[src/rtl/core/set_assoc_cache_lru_tracker_assert.svh]
// Assertion macros shared by the cache tracker RTL.
// Included by modules that check their own sequencing; no other dependencies.
`ifndef SET_ASSOC_CACHE_LRU_TRACKER_ASSERT_SVH
`define SET_ASSOC_CACHE_LRU_TRACKER_ASSERT_SVH

// Same-cycle implication, disabled while reset is asserted (active low).
`define SACL_ASSERT_IMP(LBL, CLK, RSTN, ANTE, CONS, MSG) \
	LBL: assert property (@(posedge CLK) disable iff (!RSTN) (ANTE) |-> (CONS)) \
		else $error(MSG);

// Next-cycle implication, disabled while reset is asserted (active low).
`define SACL_ASSERT_NXT(LBL, CLK, RSTN, ANTE, CONS, MSG) \
	LBL: assert property (@(posedge CLK) disable iff (!RSTN) (ANTE) |=> (CONS)) \
		else $error(MSG);

`endif

[src/rtl/core/sacl_pkg.sv]
// Shared types and constants for the set-associative cache LRU tracker.
// No dependencies; imported by every module of the block but sacl_ram.
`timescale 1ns / 1ps
`default_nettype none

package sacl_pkg;

	localparam int unsigned WAY_USED_W    = 2;
	localparam int unsigned CNT_W         = 32;
	localparam int unsigned CFG_IDX_W     = 8;
	localparam int unsigned CFG_DATA_W    = 8;
	localparam int unsigned ADDR_BITS_W   = 6;
	localparam int unsigned SET_BITS_W    = 3;
	localparam int unsigned WAY_BITS_W    = 2;
	localparam int unsigned OFFSET_BITS_W = 5;

	localparam logic [ADDR_BITS_W-1:0]   ADDR_BITS_RST   = 6'd32;
	localparam logic [SET_BITS_W-1:0]    SET_BITS_RST    = 3'd2;
	localparam logic [WAY_BITS_W-1:0]    WAY_BITS_RST    = 2'd0;
	localparam logic [OFFSET_BITS_W-1:0] OFFSET_BITS_RST = 5'd1;

	typedef enum logic [CFG_IDX_W-1:0] {
		CFG_ADDR_BITS   = 8'd0,
		CFG_SET_BITS    = 8'd1,
		CFG_WAY_BITS    = 8'd2,
		CFG_OFFSET_BITS = 8'd3
	} cfg_reg_t;

	typedef enum logic [4:0] {
		S_IDLE = 5'b00001,
		S_READ = 5'b00010,
		S_CMP  = 5'b00100,
		S_UPD  = 5'b01000,
		S_OUT  = 5'b10000
	} state_t;

	// Control from the sequencer to the way compare unit.
	typedef struct packed {
		logic step;
		logic first;
	} cmp_ctl_t;

endpackage

`default_nettype wire

[src/rtl/core/sacl_ram.sv]
// Generic single-write, single-read RAM with registered read data.
// No dependencies; holds the line tags of the tracker.
`timescale 1ns / 1ps
`default_nettype none

module sacl_ram #(
	parameter int WIDTH = 32,
	parameter int AW    = 6
) (
	input  wire logic             clk,
	input  wire logic             we,
	input  wire logic [AW-1:0]    waddr,
	input  wire logic [WIDTH-1:0] wdata,
	input  wire logic             re,
	input  wire logic [AW-1:0]    raddr,
	output logic      [WIDTH-1:0] rdata
);

	localparam int DEPTH = 1 << AW;

	logic [WIDTH-1:0] mem [DEPTH];

	always_ff @(posedge clk) begin
		if (we) begin
			mem[waddr] <= wdata;
		end
		if (re) begin
			rdata <= mem[raddr];
		end
	end

endmodule

`default_nettype wire

[src/rtl/core/sacl_addr_split.sv]
// Address decode: mask to the configured width, drop the block offset,
// split the rest into set index and tag. Uses sacl_pkg for field widths.
`timescale 1ns / 1ps
`default_nettype none

module sacl_addr_split import sacl_pkg::*; #(
	parameter int ADDR_WIDTH = 32,
	parameter int SET_W      = 4
) (
	input  wire logic [ADDR_WIDTH-1:0]    address,
	input  wire logic [ADDR_BITS_W-1:0]   addr_bits,
	input  wire logic [OFFSET_BITS_W-1:0] offset_bits,
	input  wire logic [SET_BITS_W-1:0]    set_bits,
	output logic      [SET_W-1:0]         set_idx,
	output logic      [ADDR_WIDTH-1:0]    tag
);

	logic [ADDR_WIDTH-1:0] addr_mask;
	logic [ADDR_WIDTH-1:0] set_mask;
	logic [ADDR_WIDTH-1:0] above;

	// a shift by the full width or more leaves zero, so the mask saturates
	assign addr_mask = ~({ADDR_WIDTH{1'b1}} << addr_bits);
	assign set_mask  = ~({ADDR_WIDTH{1'b1}} << set_bits);
	assign above     = (address & addr_mask) >> offset_bits;
	assign set_idx   = SET_W'(above & set_mask);
	assign tag       = above >> set_bits;

endmodule

`default_nettype wire

[src/rtl/core/sacl_way_cmp.sv]
// Shared way compare unit: one tag match and one age compare per step,
// keeping the hit way or the oldest way seen so far. Uses sacl_pkg.
`timescale 1ns / 1ps
`default_nettype none

module sacl_way_cmp import sacl_pkg::*; #(
	parameter int TAG_W = 32,
	parameter int WAY_W = 2
) (
	input  wire logic             clk,
	input  wire logic             arst_n,
	input  wire cmp_ctl_t         ctl,
	input  wire logic [WAY_W-1:0] way,
	input  wire logic             line_valid,
	input  wire logic [WAY_W-1:0] age,
	input  wire logic [TAG_W-1:0] line_tag,
	input  wire logic [TAG_W-1:0] key_tag,
	output logic                  match,
	output logic                  hit,
	output logic      [WAY_W-1:0] sel_way
);

	logic             hit_q;
	logic [WAY_W-1:0] sel_q;
	logic [WAY_W-1:0] oldest_q;

	assign match   = line_valid && (line_tag == key_tag);
	assign hit     = hit_q;
	assign sel_way = sel_q;

	always_ff @(posedge clk or negedge arst_n) begin
		if (!arst_n) begin
			hit_q <= 1'b0;
		end else if (ctl.step) begin
			if (match) begin
				hit_q <= 1'b1;
			end else if (ctl.first) begin
				hit_q <= 1'b0;
			end
		end
	end

	// larger age is older; the first way seeds the search, ties keep the lower way
	always_ff @(posedge clk) begin
		if (ctl.step) begin
			if (match) begin
				sel_q <= way;
			end else if (ctl.first || (age > oldest_q)) begin
				sel_q    <= way;
				oldest_q <= age;
			end
		end
	end

endmodule

`default_nettype wire

[src/rtl/core/set_assoc_cache_lru_tracker.sv]
// Set-associative cache hit/miss tracker with true LRU replacement.
// Depends on sacl_pkg, sacl_ram, sacl_addr_split, sacl_way_cmp.
// Usage:
//   cfg channel (cfg_valid/cfg_ready, cfg_index, cfg_data) writes addr_bits,
//   set_bits, way_bits and offset_bits; cfg_ready is always high. Write only
//   while the block is idle. Unknown indexes are ignored.
//   in channel (in_valid/in_ready, address) takes one address per item.
//   out channel (out_valid/out_ready) returns hit, way_used and the running
//   saturating hit_count and miss_count, one result per item.
// Sequence: the ways of the set are scanned one at a time through the tag RAM
//   and one shared compare unit, each way in a RAM read state and a compare
//   state. The scan stops at a hit or after the last way in use (all ways in
//   use on a miss); an update state and an output state follow. out_valid
//   rises together with in_ready, and a new item is accepted only once the
//   last one has left the output state.
// Stall: the result sits in the output register; the next item is accepted
//   and processed meanwhile, and waits in its last state until the output
//   register is free.
// Reset: configuration returns to addr_bits 32, set_bits 2, way_bits 0,
//   offset_bits 1; all lines invalid, way 0 oldest, totals zero. No clearing
//   pass is needed, the block is ready as soon as reset is released.
`timescale 1ns / 1ps
`default_nettype none

`include "set_assoc_cache_lru_tracker_assert.svh"

module set_assoc_cache_lru_tracker import sacl_pkg::*; #(
	parameter int MAX_SET_BITS = 4,
	parameter int MAX_WAY_BITS = 2,
	parameter int ADDR_WIDTH   = 32
) (
	input  wire logic                  clk,
	input  wire logic                  arst_n,
	input  wire logic                  cfg_valid,
	output logic                       cfg_ready,
	input  wire logic [CFG_IDX_W-1:0]  cfg_index,
	input  wire logic [CFG_DATA_W-1:0] cfg_data,
	input  wire logic                  in_valid,
	output logic                       in_ready,
	input  wire logic [ADDR_WIDTH-1:0] address,
	output logic                       out_valid,
	input  wire logic                  out_ready,
	output logic                       hit,
	output logic      [WAY_USED_W-1:0] way_used,
	output logic      [CNT_W-1:0]      hit_count,
	output logic      [CNT_W-1:0]      miss_count
);

	localparam int SET_W    = (MAX_SET_BITS > 0) ? MAX_SET_BITS : 1;
	localparam int WAY_W    = (MAX_WAY_BITS > 0) ? MAX_WAY_BITS : 1;
	localparam int MAX_SETS = 1 << MAX_SET_BITS;
	localparam int MAX_WAYS = 1 << MAX_WAY_BITS;
	localparam int RAM_AW   = (MAX_SET_BITS + MAX_WAY_BITS > 0) ?
		(MAX_SET_BITS + MAX_WAY_BITS) : 1;

	// configuration
	logic [ADDR_BITS_W-1:0]   addr_bits_q;
	logic [SET_BITS_W-1:0]    set_bits_q;
	logic [WAY_BITS_W-1:0]    way_bits_q;
	logic [OFFSET_BITS_W-1:0] offset_bits_q;
	logic [SET_BITS_W-1:0]    sb_eff;
	logic [WAY_BITS_W-1:0]    wb_eff;
	logic [WAY_W-1:0]         last_way;

	// sequencer and item registers
	state_t                state_q;
	logic [SET_W-1:0]      set_q;
	logic [ADDR_WIDTH-1:0] tag_q;
	logic [WAY_W-1:0]      way_q;
	logic [SET_W-1:0]      dec_set;
	logic [ADDR_WIDTH-1:0] dec_tag;

	// per-line state, one row per set
	logic [MAX_WAYS-1:0]             valid_q [MAX_SETS];
	logic [MAX_WAYS-1:0][WAY_W-1:0]  age_q   [MAX_SETS];
	logic [MAX_WAYS-1:0]             valid_row;
	logic [MAX_WAYS-1:0][WAY_W-1:0]  age_row;
	logic [WAY_W-1:0]                sel_age;

	// totals and result
	logic [CNT_W-1:0]      hit_total_q;
	logic [CNT_W-1:0]      miss_total_q;
	logic                  res_hit_q;
	logic [WAY_W-1:0]      res_way_q;
	logic                  out_valid_q;
	logic                  hit_q;
	logic [WAY_USED_W-1:0] way_used_q;
	logic [CNT_W-1:0]      hit_count_q;
	logic [CNT_W-1:0]      miss_count_q;
	logic                  out_free;

	// tag RAM and compare unit
	logic                  ram_we;
	logic                  ram_re;
	logic [RAM_AW-1:0]     ram_waddr;
	logic [RAM_AW-1:0]     ram_raddr;
	logic [ADDR_WIDTH-1:0] ram_rdata;
	cmp_ctl_t              cmp_ctl;
	logic                  cmp_match;
	logic                  cmp_hit;
	logic [WAY_W-1:0]      cmp_sel;

	function automatic logic [RAM_AW-1:0] line_addr(
		input logic [SET_W-1:0] set_idx,
		input logic [WAY_W-1:0] way_idx
	);
		line_addr = (RAM_AW'(set_idx) << MAX_WAY_BITS) | RAM_AW'(way_idx);
	endfunction

	// ---------------------------------------------------------------- config

	assign cfg_ready = 1'b1;

	always_ff @(posedge clk or negedge arst_n) begin
		if (!arst_n) begin
			addr_bits_q   <= ADDR_BITS_RST;
			set_bits_q    <= SET_BITS_RST;
			way_bits_q    <= WAY_BITS_RST;
			offset_bits_q <= OFFSET_BITS_RST;
		end else if (cfg_valid && cfg_ready) begin
			unique case (cfg_index)
				CFG_ADDR_BITS:   addr_bits_q   <= cfg_data[ADDR_BITS_W-1:0];
				CFG_SET_BITS:    set_bits_q    <= cfg_data[SET_BITS_W-1:0];
				CFG_WAY_BITS:    way_bits_q    <= cfg_data[WAY_BITS_W-1:0];
				CFG_OFFSET_BITS: offset_bits_q <= cfg_data[OFFSET_BITS_W-1:0];
				default: ;
			endcase
		end
	end

	// clamp set and way counts to what the storage holds
	assign sb_eff = (int'(set_bits_q) > MAX_SET_BITS) ?
		SET_BITS_W'(MAX_SET_BITS) : set_bits_q;
	assign wb_eff = (int'(way_bits_q) > MAX_WAY_BITS) ?
		WAY_BITS_W'(MAX_WAY_BITS) : way_bits_q;
	assign last_way = WAY_W'((32'd1 << wb_eff) - 32'd1);

	// ---------------------------------------------------------------- decode

	sacl_addr_split #(
		.ADDR_WIDTH (ADDR_WIDTH),
		.SET_W      (SET_W)
	) u_addr_split (
		.address     (address),
		.addr_bits   (addr_bits_q),
		.offset_bits (offset_bits_q),
		.set_bits    (sb_eff),
		.set_idx     (dec_set),
		.tag         (dec_tag)
	);

	// ---------------------------------------------------------------- sequencer

	assign in_ready = (state_q == S_IDLE);
	assign out_free = !out_valid_q || out_ready;

	always_ff @(posedge clk or negedge arst_n) begin
		if (!arst_n) begin
			state_q <= S_IDLE;
			way_q   <= '0;
		end else begin
			unique case (state_q)
				S_IDLE: begin
					if (in_valid) begin
						way_q   <= '0;
						state_q <= S_READ;
					end
				end
				S_READ: begin
					state_q <= S_CMP;
				end
				S_CMP: begin
					if (cmp_match || (way_q == last_way)) begin
						state_q <= S_UPD;
					end else begin
						way_q   <= way_q + 1'b1;
						state_q <= S_READ;
					end
				end
				S_UPD: begin
					state_q <= S_OUT;
				end
				S_OUT: begin
					if (out_free) begin
						state_q <= S_IDLE;
					end
				end
				default: begin
					state_q <= S_IDLE;
				end
			endcase
		end
	end

	always_ff @(posedge clk) begin
		if (in_valid && in_ready) begin
			set_q <= dec_set;
			tag_q <= dec_tag;
		end
	end

	// ---------------------------------------------------------------- tag scan

	assign ram_re    = (state_q == S_READ);
	assign ram_raddr = line_addr(set_q, way_q);
	assign ram_we    = (state_q == S_UPD) && !cmp_hit;
	assign ram_waddr = line_addr(set_q, cmp_sel);

	sacl_ram #(
		.WIDTH (ADDR_WIDTH),
		.AW    (RAM_AW)
	) u_tag_ram (
		.clk   (clk),
		.we    (ram_we),
		.waddr (ram_waddr),
		.wdata (tag_q),
		.re    (ram_re),
		.raddr (ram_raddr),
		.rdata (ram_rdata)
	);

	assign valid_row = valid_q[set_q];
	assign age_row   = age_q[set_q];
	assign sel_age   = age_row[cmp_sel];

	assign cmp_ctl.step  = (state_q == S_CMP);
	assign cmp_ctl.first = (way_q == '0);

	sacl_way_cmp #(
		.TAG_W (ADDR_WIDTH),
		.WAY_W (WAY_W)
	) u_way_cmp (
		.clk        (clk),
		.arst_n     (arst_n),
		.ctl        (cmp_ctl),
		.way        (way_q),
		.line_valid (valid_row[way_q]),
		.age        (age_row[way_q]),
		.line_tag   (ram_rdata),
		.key_tag    (tag_q),
		.match      (cmp_match),
		.hit        (cmp_hit),
		.sel_way    (cmp_sel)
	);

	// ---------------------------------------------------------------- line state

	always_ff @(posedge clk or negedge arst_n) begin
		if (!arst_n) begin
			for (int s = 0; s < MAX_SETS; s++) begin
				valid_q[s] <= '0;
				for (int w = 0; w < MAX_WAYS; w++) begin
					age_q[s][w] <= WAY_W'(MAX_WAYS - 1 - w);
				end
			end
			hit_total_q  <= '0;
			miss_total_q <= '0;
		end else if (state_q == S_UPD) begin
			if (cmp_hit) begin
				if (hit_total_q != '1) begin
					hit_total_q <= hit_total_q + 1'b1;
				end
			end else begin
				valid_q[set_q][cmp_sel] <= 1'b1;
				if (miss_total_q != '1) begin
					miss_total_q <= miss_total_q + 1'b1;
				end
			end
			// age every way younger than the accessed one, then make it youngest
			for (int w = 0; w < MAX_WAYS; w++) begin
				if (WAY_W'(w) == cmp_sel) begin
					age_q[set_q][w] <= '0;
				end else if (age_row[w] < sel_age) begin
					age_q[set_q][w] <= age_row[w] + 1'b1;
				end
			end
		end
	end

	always_ff @(posedge clk) begin
		if (state_q == S_UPD) begin
			res_hit_q <= cmp_hit;
			res_way_q <= cmp_sel;
		end
	end

	// ---------------------------------------------------------------- output

	always_ff @(posedge clk or negedge arst_n) begin
		if (!arst_n) begin
			out_valid_q <= 1'b0;
		end else if ((state_q == S_OUT) && out_free) begin
			out_valid_q <= 1'b1;
		end else if (out_ready) begin
			out_valid_q <= 1'b0;
		end
	end

	always_ff @(posedge clk) begin
		if ((state_q == S_OUT) && out_free) begin
			hit_q        <= res_hit_q;
			way_used_q   <= WAY_USED_W'(res_way_q);
			hit_count_q  <= hit_total_q;
			miss_count_q <= miss_total_q;
		end
	end

	assign out_valid  = out_valid_q;
	assign hit        = hit_q;
	assign way_used   = way_used_q;
	assign hit_count  = hit_count_q;
	assign miss_count = miss_count_q;

	// ---------------------------------------------------------------- checks

	`SACL_ASSERT_IMP(a_scan_in_range, clk, arst_n, state_q == S_CMP, way_q <= last_way, "way scan passed the last way in use")
	`SACL_ASSERT_NXT(a_access_youngest, clk, arst_n, state_q == S_UPD, age_q[$past(set_q)][$past(cmp_sel)] == '0, "accessed way not made youngest")
	`SACL_ASSERT_NXT(a_line_valid, clk, arst_n, state_q == S_UPD, valid_q[$past(set_q)][$past(cmp_sel)], "accessed line not valid after update")
	`SACL_ASSERT_NXT(a_hit_keeps_miss, clk, arst_n, (state_q == S_UPD) && cmp_hit, miss_total_q == $past(miss_total_q), "miss total moved on a hit")

endmodule

`default_nettype wire

[config.mk]
export PLATFORM = sky130hd
export DESIGN_NAME = set_assoc_cache_lru_tracker
export DESIGN_NICKNAME = d
export VERILOG_FILES = /design/src/rtl/core/sacl_pkg.sv /design/src/rtl/core/sacl_ram.sv /design/src/rtl/core/sacl_addr_split.sv /design/src/rtl/core/sacl_way_cmp.sv /design/src/rtl/core/set_assoc_cache_lru_tracker.sv
export VERILOG_INCLUDE_DIRS = /design/src /design/src/rtl/core
export SDC_FILE = /design/constraint.sdc
export NUM_CORES = 2
export LEC_CHECK = 0
export BUFFER_PORTS_ARGS = -buffer_cell sky130_fd_sc_hd__clkbuf_2
export CORE_MARGIN = 4
export CORE_UTILIZATION = 25
export CTS_BUF_LIST = sky130_fd_sc_hd__clkbuf_16
export CTS_CLUSTER_DIAMETER = 30
export DETAILED_ROUTE_END_ITERATION = 16
export GPL_TIMING_DRIVEN = 0
export HOLD_SLACK_MARGIN = 0.1
export PLACE_DENSITY_LB_ADDON = 0.15
export RECOVER_POWER = 50
export SLEW_MARGIN = 20
export SYNTH_ARGS = -nofsm -noshare
export SYNTH_HDL_FRONTEND = slang
export SYNTH_HIERARCHICAL = 1
export SYNTH_SLANG_ARGS = --single-unit
export TNS_END_PERCENT = 100
[constraint.sdc]
create_clock -name clk -period 5.4 [get_ports clk]
set_clock_uncertainty 0.05 [all_clocks]
set_input_delay 1.08 -clock clk [delete_from_list [all_inputs] [get_ports clk]]
set_output_delay 1.08 -clock clk [all_outputs]
set_load 0.02 [all_outputs]
### After elaboration in Yosys (flattened, before gate mapping)

Memories as Yosys holds them, arrays and structs flattened. A register that Yosys moved wholly into a read port is not among the register bits.
Cells that the tools add are included.

| operators by class | value |
|---|---|
| reductions and logical operators | 30 |
| bitwise operators | 18 |
| add/subtract/negate cells | 8 |
| equal/unequal tests | 18 |
| mux-type cells | 56 |
| $lt $le $gt $ge | 12 |
| shift operators | 5 |

Operators by type and width:

| operator | number |
|---|---|
| $mux 128 | 11 |
| $and 128x128->128 | 4 |
| $bwmux 128 | 4 |
| $not 128->128 | 4 |
| $demux 8 s4 | 4 |
| $add 32x1->32 const B | 2 |
| $ne 32x32->1 const B | 2 |
| $or 64x64->64 | 1 |
| $and 32x32->32 | 1 |
| $bmux 8 s4 | 1 |
| $eq 32x32->1 | 1 |
| $not 32->32 | 1 |
| $shl 32x3->4 const A | 1 |
| $shl 32x6->32 const A | 1 |
| $shr 32x3->32 | 1 |
| $shr 32x5->32 | 1 |
| $pmux 5 s5 | 1 |
| $mux 8 | 3 |
| $mux 4 | 5 |
| $bmux 4 s4 | 1 |
| $demux 4 s4 | 1 |
| $eq 8x2->1 const B | 2 |
| $mux 2 | 8 |
| $reduce_and 2->1 | 8 |
| 41 further kinds | 78 |

| word-level totals | value |
|---|---|
| RAM bits | 2048 |
| output and inout port bits | 70 |
| word-level logic and storage cells | 248 |
| input bits | 53 |
| memories | 1 |
| register bits | 391 |

Memory list:

| name | depth | width | read ports | clocked after memory_dff | wr ports | line | text |
|---|---|---|---|---|---|---|---|
| u_tag_ram.mem | 64 | 32 | 1 | 1 | 1 | sacl_ram.sv:21 | `logic [WIDTH-1:0] mem [DEPTH];` |

### Depth between registers and ports, before layout

| depth | value |
|---|---|
| depth in word-level cells | 21 |
| gate-level depth with buffers | 16 |
| mapped depth without buffers | 12 |

### Hierarchy

Netlist, hierarchy kept.

By module, submodules not included:

| module | area an instance (µm²) | cells each | sequential area each (µm²) | times used |
|---|---|---|---|---|
| sacl_ram | 78835.6 | 3324 | 62459.9 | 1 |
| set_assoc_cache_lru_tracker | 18044.8 | 1363 | 10274.9 | 1 |
| sacl_addr_split | 3686.0 | 561 | 0.0 | 1 |
| sacl_way_cmp | 634.4 | 73 | 145.1 | 1 |

### Worst setup path before layout

OpenSTA, ideal clock, no wires.

| path | value |
|---|---|
| path kind | input -> register |
| start | in out_ready |
| end | reg hit (netlist name) |
| buffers on the path | 0 |
| cell stages on the path | 2 |
| data arrival time | 4.193 ns |
| data required time | 4.850 ns |
| slack | 0.657 ns |
| library setup time | 0.500 ns |
| cells stage by stage | nand2b_1 nor2b_1 |

RTL lines:

| item | line | text |
|---|---|---|
| from (decl) | set_assoc_cache_lru_tracker.sv:42 | `input wire logic out_ready,` |

### Worst setup path after layout

| path | value |
|---|---|
| start | reg set_q[1] |
| end | reg age_q[54] in the netlist's numbering |

| on the way | value |
|---|---|
| word-level cells in the longest chain between the ends | 21 |
| elaborated cells between the ends (all ways) | 45 |
| those cells by class | add/sub (4); order compare (6); mux (25); bitwise (9); reduce/logical (1) |

RTL lines:

| item | line | text |
|---|---|---|
| from (decl) | set_assoc_cache_lru_tracker.sv:67 | `logic [SET_W-1:0] set_q;` |
| from (signal assigned) | set_assoc_cache_lru_tracker.sv:197 | `set_q <= dec_set;` |
| $not 4->5 (not written as such) * | set_assoc_cache_lru_tracker.sv:223, set_assoc_cache_lru_tracker.sv:272, set_assoc_cache_lru_tracker.sv:274 |  |
| $bmux 8 s4 | set_assoc_cache_lru_tracker.sv:223 | `assign age_row = age_q[set_q];` |
| $mux 8 (not written as such) (2 in a row) | set_assoc_cache_lru_tracker.sv:223 |  |
| $bmux 2 s2 | set_assoc_cache_lru_tracker.sv:224 | `assign sel_age = age_row[cmp_sel];` |
| $mux 2 (not written as such) | set_assoc_cache_lru_tracker.sv:224 |  |
| $lt 2x2->1 | set_assoc_cache_lru_tracker.sv:273 | `end else if (age_row[w] < sel_age) begin` |
| $mux 128 | set_assoc_cache_lru_tracker.sv:273 |  |
| $mux 128 | set_assoc_cache_lru_tracker.sv:271 | `if (WAY_W'(w) == cmp_sel) begin` |
| [... 4 more ...] | -- |  |
| $mux 128 | set_assoc_cache_lru_tracker.sv:258 | `end else if (state_q == S_UPD) begin` |
| $bwmux 128 | set_assoc_cache_lru_tracker.sv:274 | `age_q[set_q][w] <= age_row[w] + 1'b1;` |
| $mux 128 | set_assoc_cache_lru_tracker.sv:273 |  |
| $mux 128 | set_assoc_cache_lru_tracker.sv:271 |  |
| $mux 128 | set_assoc_cache_lru_tracker.sv:258 |  |
| $bwmux 128 | set_assoc_cache_lru_tracker.sv:274 |  |
| $mux 128 | set_assoc_cache_lru_tracker.sv:273 |  |
| $mux 128 * | set_assoc_cache_lru_tracker.sv:271 |  |
| to (signal, indexed assignment) | set_assoc_cache_lru_tracker.sv:253 | `age_q[s][w] <= WAY_W'(MAX_WAYS - 1 - w);` |
| to (signal, indexed assignment) | set_assoc_cache_lru_tracker.sv:274 |  |
| to (decl) | set_assoc_cache_lru_tracker.sv:75 | `logic [MAX_WAYS-1:0][WAY_W-1:0] age_q [MAX_SETS];` |

Mark *: on every way between the ends. The rest lies on a longest branch, timed or not. The select of a mux whose other input is x is not followed.
A chain may end at the register's enable or synchronous reset.

==> results.txt <==
----------------------------------------------------
[Clock tree]
  Bufs on Longest Clock Path ... 4
  Clock root cell ... sky130_fd_sc_hd__clkbuf_16
  TritonCTS clock tree ... built
  Htree depth ... 6
  Clk sinks ... 2,471
  Clock buffers created by TritonCTS ... between 500 and 600
  Worst-skew pair later-pin latency ... approximately 1000 ps
  Clock-pin slew on the worst setup and hold paths ... around 40 ps

[Routing]
  1st-iter DRT viols ... 6,095
  Final Routed Wirelength ... roughly 370,000 um
  Average wire length per cell after detail routing ... 30.67 um
  Number of routed nets with antenna violations ... 0
  Detailed-route via count ... just under 60,000
  First drt pass iteration count ... 5
  Vias per inst ... between 4 and 5
  Number of remaining DRC errors ... 0

[GRT]
  Overall routing resource usage ... ~18%
  Congestion Overflow GR ... 0
  First-pass GRT wire length ... just over 500,000 um
  Vias in the first global route ... approximately 62,000
  Antenna violations before repair ... 18
  Maximum number of pins on one net before global-route repair ... around 80

[Synthesis]
  Count of flip-flops with a built-in enable after synthesis ... between 2,000 and 2,500
  Cells taking the most area after synthesis ... sky130_fd_sc_hd__edfxtp_1 65%, sky130_fd_sc_hd__mux4_2 13%, sky130_fd_sc_hd__dfrtp_1 5.3%, sky130_fd_sc_hd__mux2_2 1.9%, sky130_fd_sc_hd__dfstp_2 1.8%
  Register bit total from synthesis ... 2,471
  Count of synthesis-stage warnings from yosys ... 6
  Post-synthesis instance area ... approximately 0.10 mm^2
  Ys flop type ... sky130_fd_sc_hd__edfxtp_1
  Number of unique standard cell types used by synthesis ... ~110
  Yosys top cell by area ... sky130_fd_sc_hd__edfxtp_1
  Mean post-synth cell area ... 19.02 um^2
  Share of synthesized registers carrying an async set or reset ... a little under an eighth
  Mapped Nets ... roughly 5,400
  Gate Count Post-Synth ... ~5,300
  Area fraction of the dominant cell type after synthesis ... about two thirds
  Sequential share of the synthesized area ... 72.02%

[Power]
  Switching power of the nets ... ~18 mW
  Worst-case vdd ir drop ... just under 300 uV
  Power density normalized to cell area ... between 500 and 600 mW/mm^2
  Clock share of power ... about 52%
  Combinational Power Share ... between 10 and 15%
  Flop pwr share ... between 30% and 40%
  Standby leakage power ... between 40 and 50 nW
  Total power draw ... roughly 67 mW
  Net switching share of the total power ... around 27%
  P_int ... a little under 50 mW

[Critical path]
  Required time of the worst setup path ... 6210 ps
  Endpoint class of the critical path ... flip-flop
  Depth of the worst register-to-register path ... 15
  Start of the worst register-to-register path ... set_q[1]
  Crit path from ... set_q[1]
  Launching element type of the critical path ... flip-flop
  Worst Setup Path Type ... reg2reg
  Largest fanout of any net on the critical path ... 10
  Arrival time at the worst endpoint ... a little over 6000 ps

[STA]
  Timing-limited maximum frequency ... between 150 and 200 MHz
  Final max-slew violation count ... 123
  Final setup violation count ... 0
  Final min period ... ~5300 ps
  Final critical-path share of the clock period ... 97.69%
  Final hold slack ... approximately 280 ps
  Relative slew margins ... -143.3%
  RSZ-0062 raised after global routing ... no
  Final-report hold violation count ... 0
  Transition time at the pin with the least slew margin ... between 3000 and 4000 ps

[Die]
  Die height ... 644.2 um
  Placement Rows ... between 200 and 250
  I/O Pins ... 123
  Full die area ... about 0.42 mm^2
  Initial core utilization ... 25.12%
  Overall die width ... 644.2 um
  Placeable core area ... between 0.4 and 0.5 mm^2

[Final layout]
  FF/Latch Area ... roughly 0.073 mm^2
  Fill count ... between 30,000 and 40,000
  Area used by multi-input combinational logic ... between 0.02 and 0.03 mm^2
  Nets@finish ... around 6,400
  Utilization after layout ... around 33%
  Layout Cell Area excl Fill ... about 0.13 mm^2
  Proportion of layout cells with a drive suffix above 1 ... 33.98%
  Area growth from synthesis to final layout ... 31.51%

[Place]
  Routability congestion estimate from global placement ... approximately 0.85
  Final HPWL DP ... about 260,000 um
  IO Port Bufs ... 119
  Post-placement cell area ... between 0.1 and 0.15 mm^2

[Worst hold path]
  Worst Hold Class ... in2reg
  Worst hold stages ... 2
  Beginning of the worst hold path ... cfg_data[5]

[Job]
  Number of max-cap violations ... 3

[Outcome]
  Violations in the final reports ... capacitance limit, slew limit
  Outcome ... complete, but fails checks

----------------------------------------------------
## path summary, 6_finish.rpt
kind	to	slack, ps
hold reg to reg	way_used[0]	360
min in group asynchronous	hit_total_q[9]	2060
hold / removal	addr_bits_q[5]	280
max in group asynchronous	age_q[109]	940
setup reg to reg	age_q[54]	120
setup / recovery	age_q[54]	120
## placed cells by master, fill, tap and decap left out, types with 103 or more instances in the layout
cell type and instances:
sky130_fd_sc_hd__dfrtp_1 213, sky130_fd_sc_hd__mux4_2 580, sky130_fd_sc_hd__a21oi_1 157, sky130_fd_sc_hd__mux2i_1 166, sky130_fd_sc_hd__edfxtp_1 2190, sky130_fd_sc_hd__inv_1 106
sky130_fd_sc_hd__clkbuf_1 226, sky130_fd_sc_hd__nor3_1 115, sky130_fd_sc_hd__clkbuf_16 585, sky130_fd_sc_hd__clkinv_2 103, sky130_fd_sc_hd__mux2_2 167, sky130_fd_sc_hd__nand2_1 123
sky130_fd_sc_hd__nor2_1 179, sky130_fd_sc_hd__clkbuf_2 159
## power by group through the flow
| stage | clock network, mW | logic [mW] | registers [mW] |
|---|---|---|---|
| after floorplan | 0 | 4.72 | 23.2 |
| after detailed placement | 0 | 10.3 | 22.9 |
| after global placement | 0 | 8.19 | 24.3 |
| final | 34.7 | 9.58 | 22.6 |
| after global routing | 36.5 | 10.0 | 22.6 |
| after CTS | 35.3 | 10.4 | 22.6 |
## timing repair
action,in CTS,in global routing
hold endpoints to repair,48,0
pin swaps,0,0
endpoints found under the setup margin,147,39
resized for setup,1,16
gates cloned,0,0
hold buffers,1,0
setup buffers,3,0
## Yosys cell counts (all sizes together) (8+ instances only)
cell     instances
o221ai          30
nor3           117
xor2            27
nor2           241
and3            21
o21a             9
or2             13
edfxtp        2190
nand2          125
nor4            18
nand3           68
and4             8
o32ai           15
mux2           168
o21ai           42
nand4           45
o211ai          14
a22oi           32
a2111oi          9
clkbuf         159
a211oi          75
inv             31
o22ai          107
mux4           591
a31oi            8
nand3b          15
a22o             8
a21oi          157
ha               9
nor2b           37
and2            16
a21o            81
nand2b          26
dfstp           68
xnor2           63
a311oi          14
mux2i          166
buf            168
dfrtp          213
## through the flow
step / setup slack (ps) / TNS (ps) / cells
after floorplan: 657.5 / 0 / 5321
after global placement: -5124 / -6685620 / 10850
after detailed placement: -456.7 / -19860 / 11120
after CTS: 58.25 / 0 / 12180
after global routing: 10.34 / 0 / 12180
final: 124.8 / 0 / 12190
## sequential cells by signal, indices dropped and copies added (netlist names), 32 cells and up
signal,cells
u_tag_ram/mem,2048
tag_q,32
u_tag_ram/rdata,32
miss_count,32
hit_count,32
hit_total_q,32
valid_q,64
miss_total_q,32
age_q,128
## worst max-delay path, stage by stage, from the launching register on
cell and delay (ps):
sky130_fd_sc_hd__edfxtp_1 540, sky130_fd_sc_hd__buf_6 220, sky130_fd_sc_hd__buf_12 170, sky130_fd_sc_hd__buf_8 220
sky130_fd_sc_hd__buf_6 260, sky130_fd_sc_hd__mux4_2 370, sky130_fd_sc_hd__mux4_2 620, sky130_fd_sc_hd__mux4_1 530
sky130_fd_sc_hd__inv_1 240, sky130_fd_sc_hd__ha_1 260, sky130_fd_sc_hd__or2_2 130, sky130_fd_sc_hd__buf_1 280
sky130_fd_sc_hd__clkbuf_2 290, sky130_fd_sc_hd__a211oi_1 110, sky130_fd_sc_hd__a21oi_1 420, sky130_fd_sc_hd__mux2_2 390
## logic make-up after synthesis
logic type	Yosys count	synth area share (%)
simple gates	784	3.867
xor+xnor	90	0.7789
buf+inv	365	1.773
compound gates	676	4.743
other cells	1	0.003706
mux	925	16.71
flops	2471	72.02
fa+ha+maj	9	0.1113
## metal layers
metal  vias up  track usage [%]  wire length [um]  part of all wire [%]
li1      24270                -                 -                     -
met1     32430            23.25            158600                    42
met2      2092            29.44            181400                    49
met3       516            2.930             21290                   5.7
met4         0            5.512             12450                   3.3
met5         -                0                 0                     0
## layout make-up
class / count / area share, %
repair buffers: 402 / 3.633
plain buffers: 326 / 1.284
well taps: 5405 / 5.081
multi-input cells: 2485 / 20.30
diodes: 7 / 0.01316
inverters: 38 / 0.1072
clock inverters: 468 / 3.818
flip-flops and latches: 2471 / 54.76
clock buffers: 585 / 11.00
Note: power is estimated with default switching activity, not from simulation.
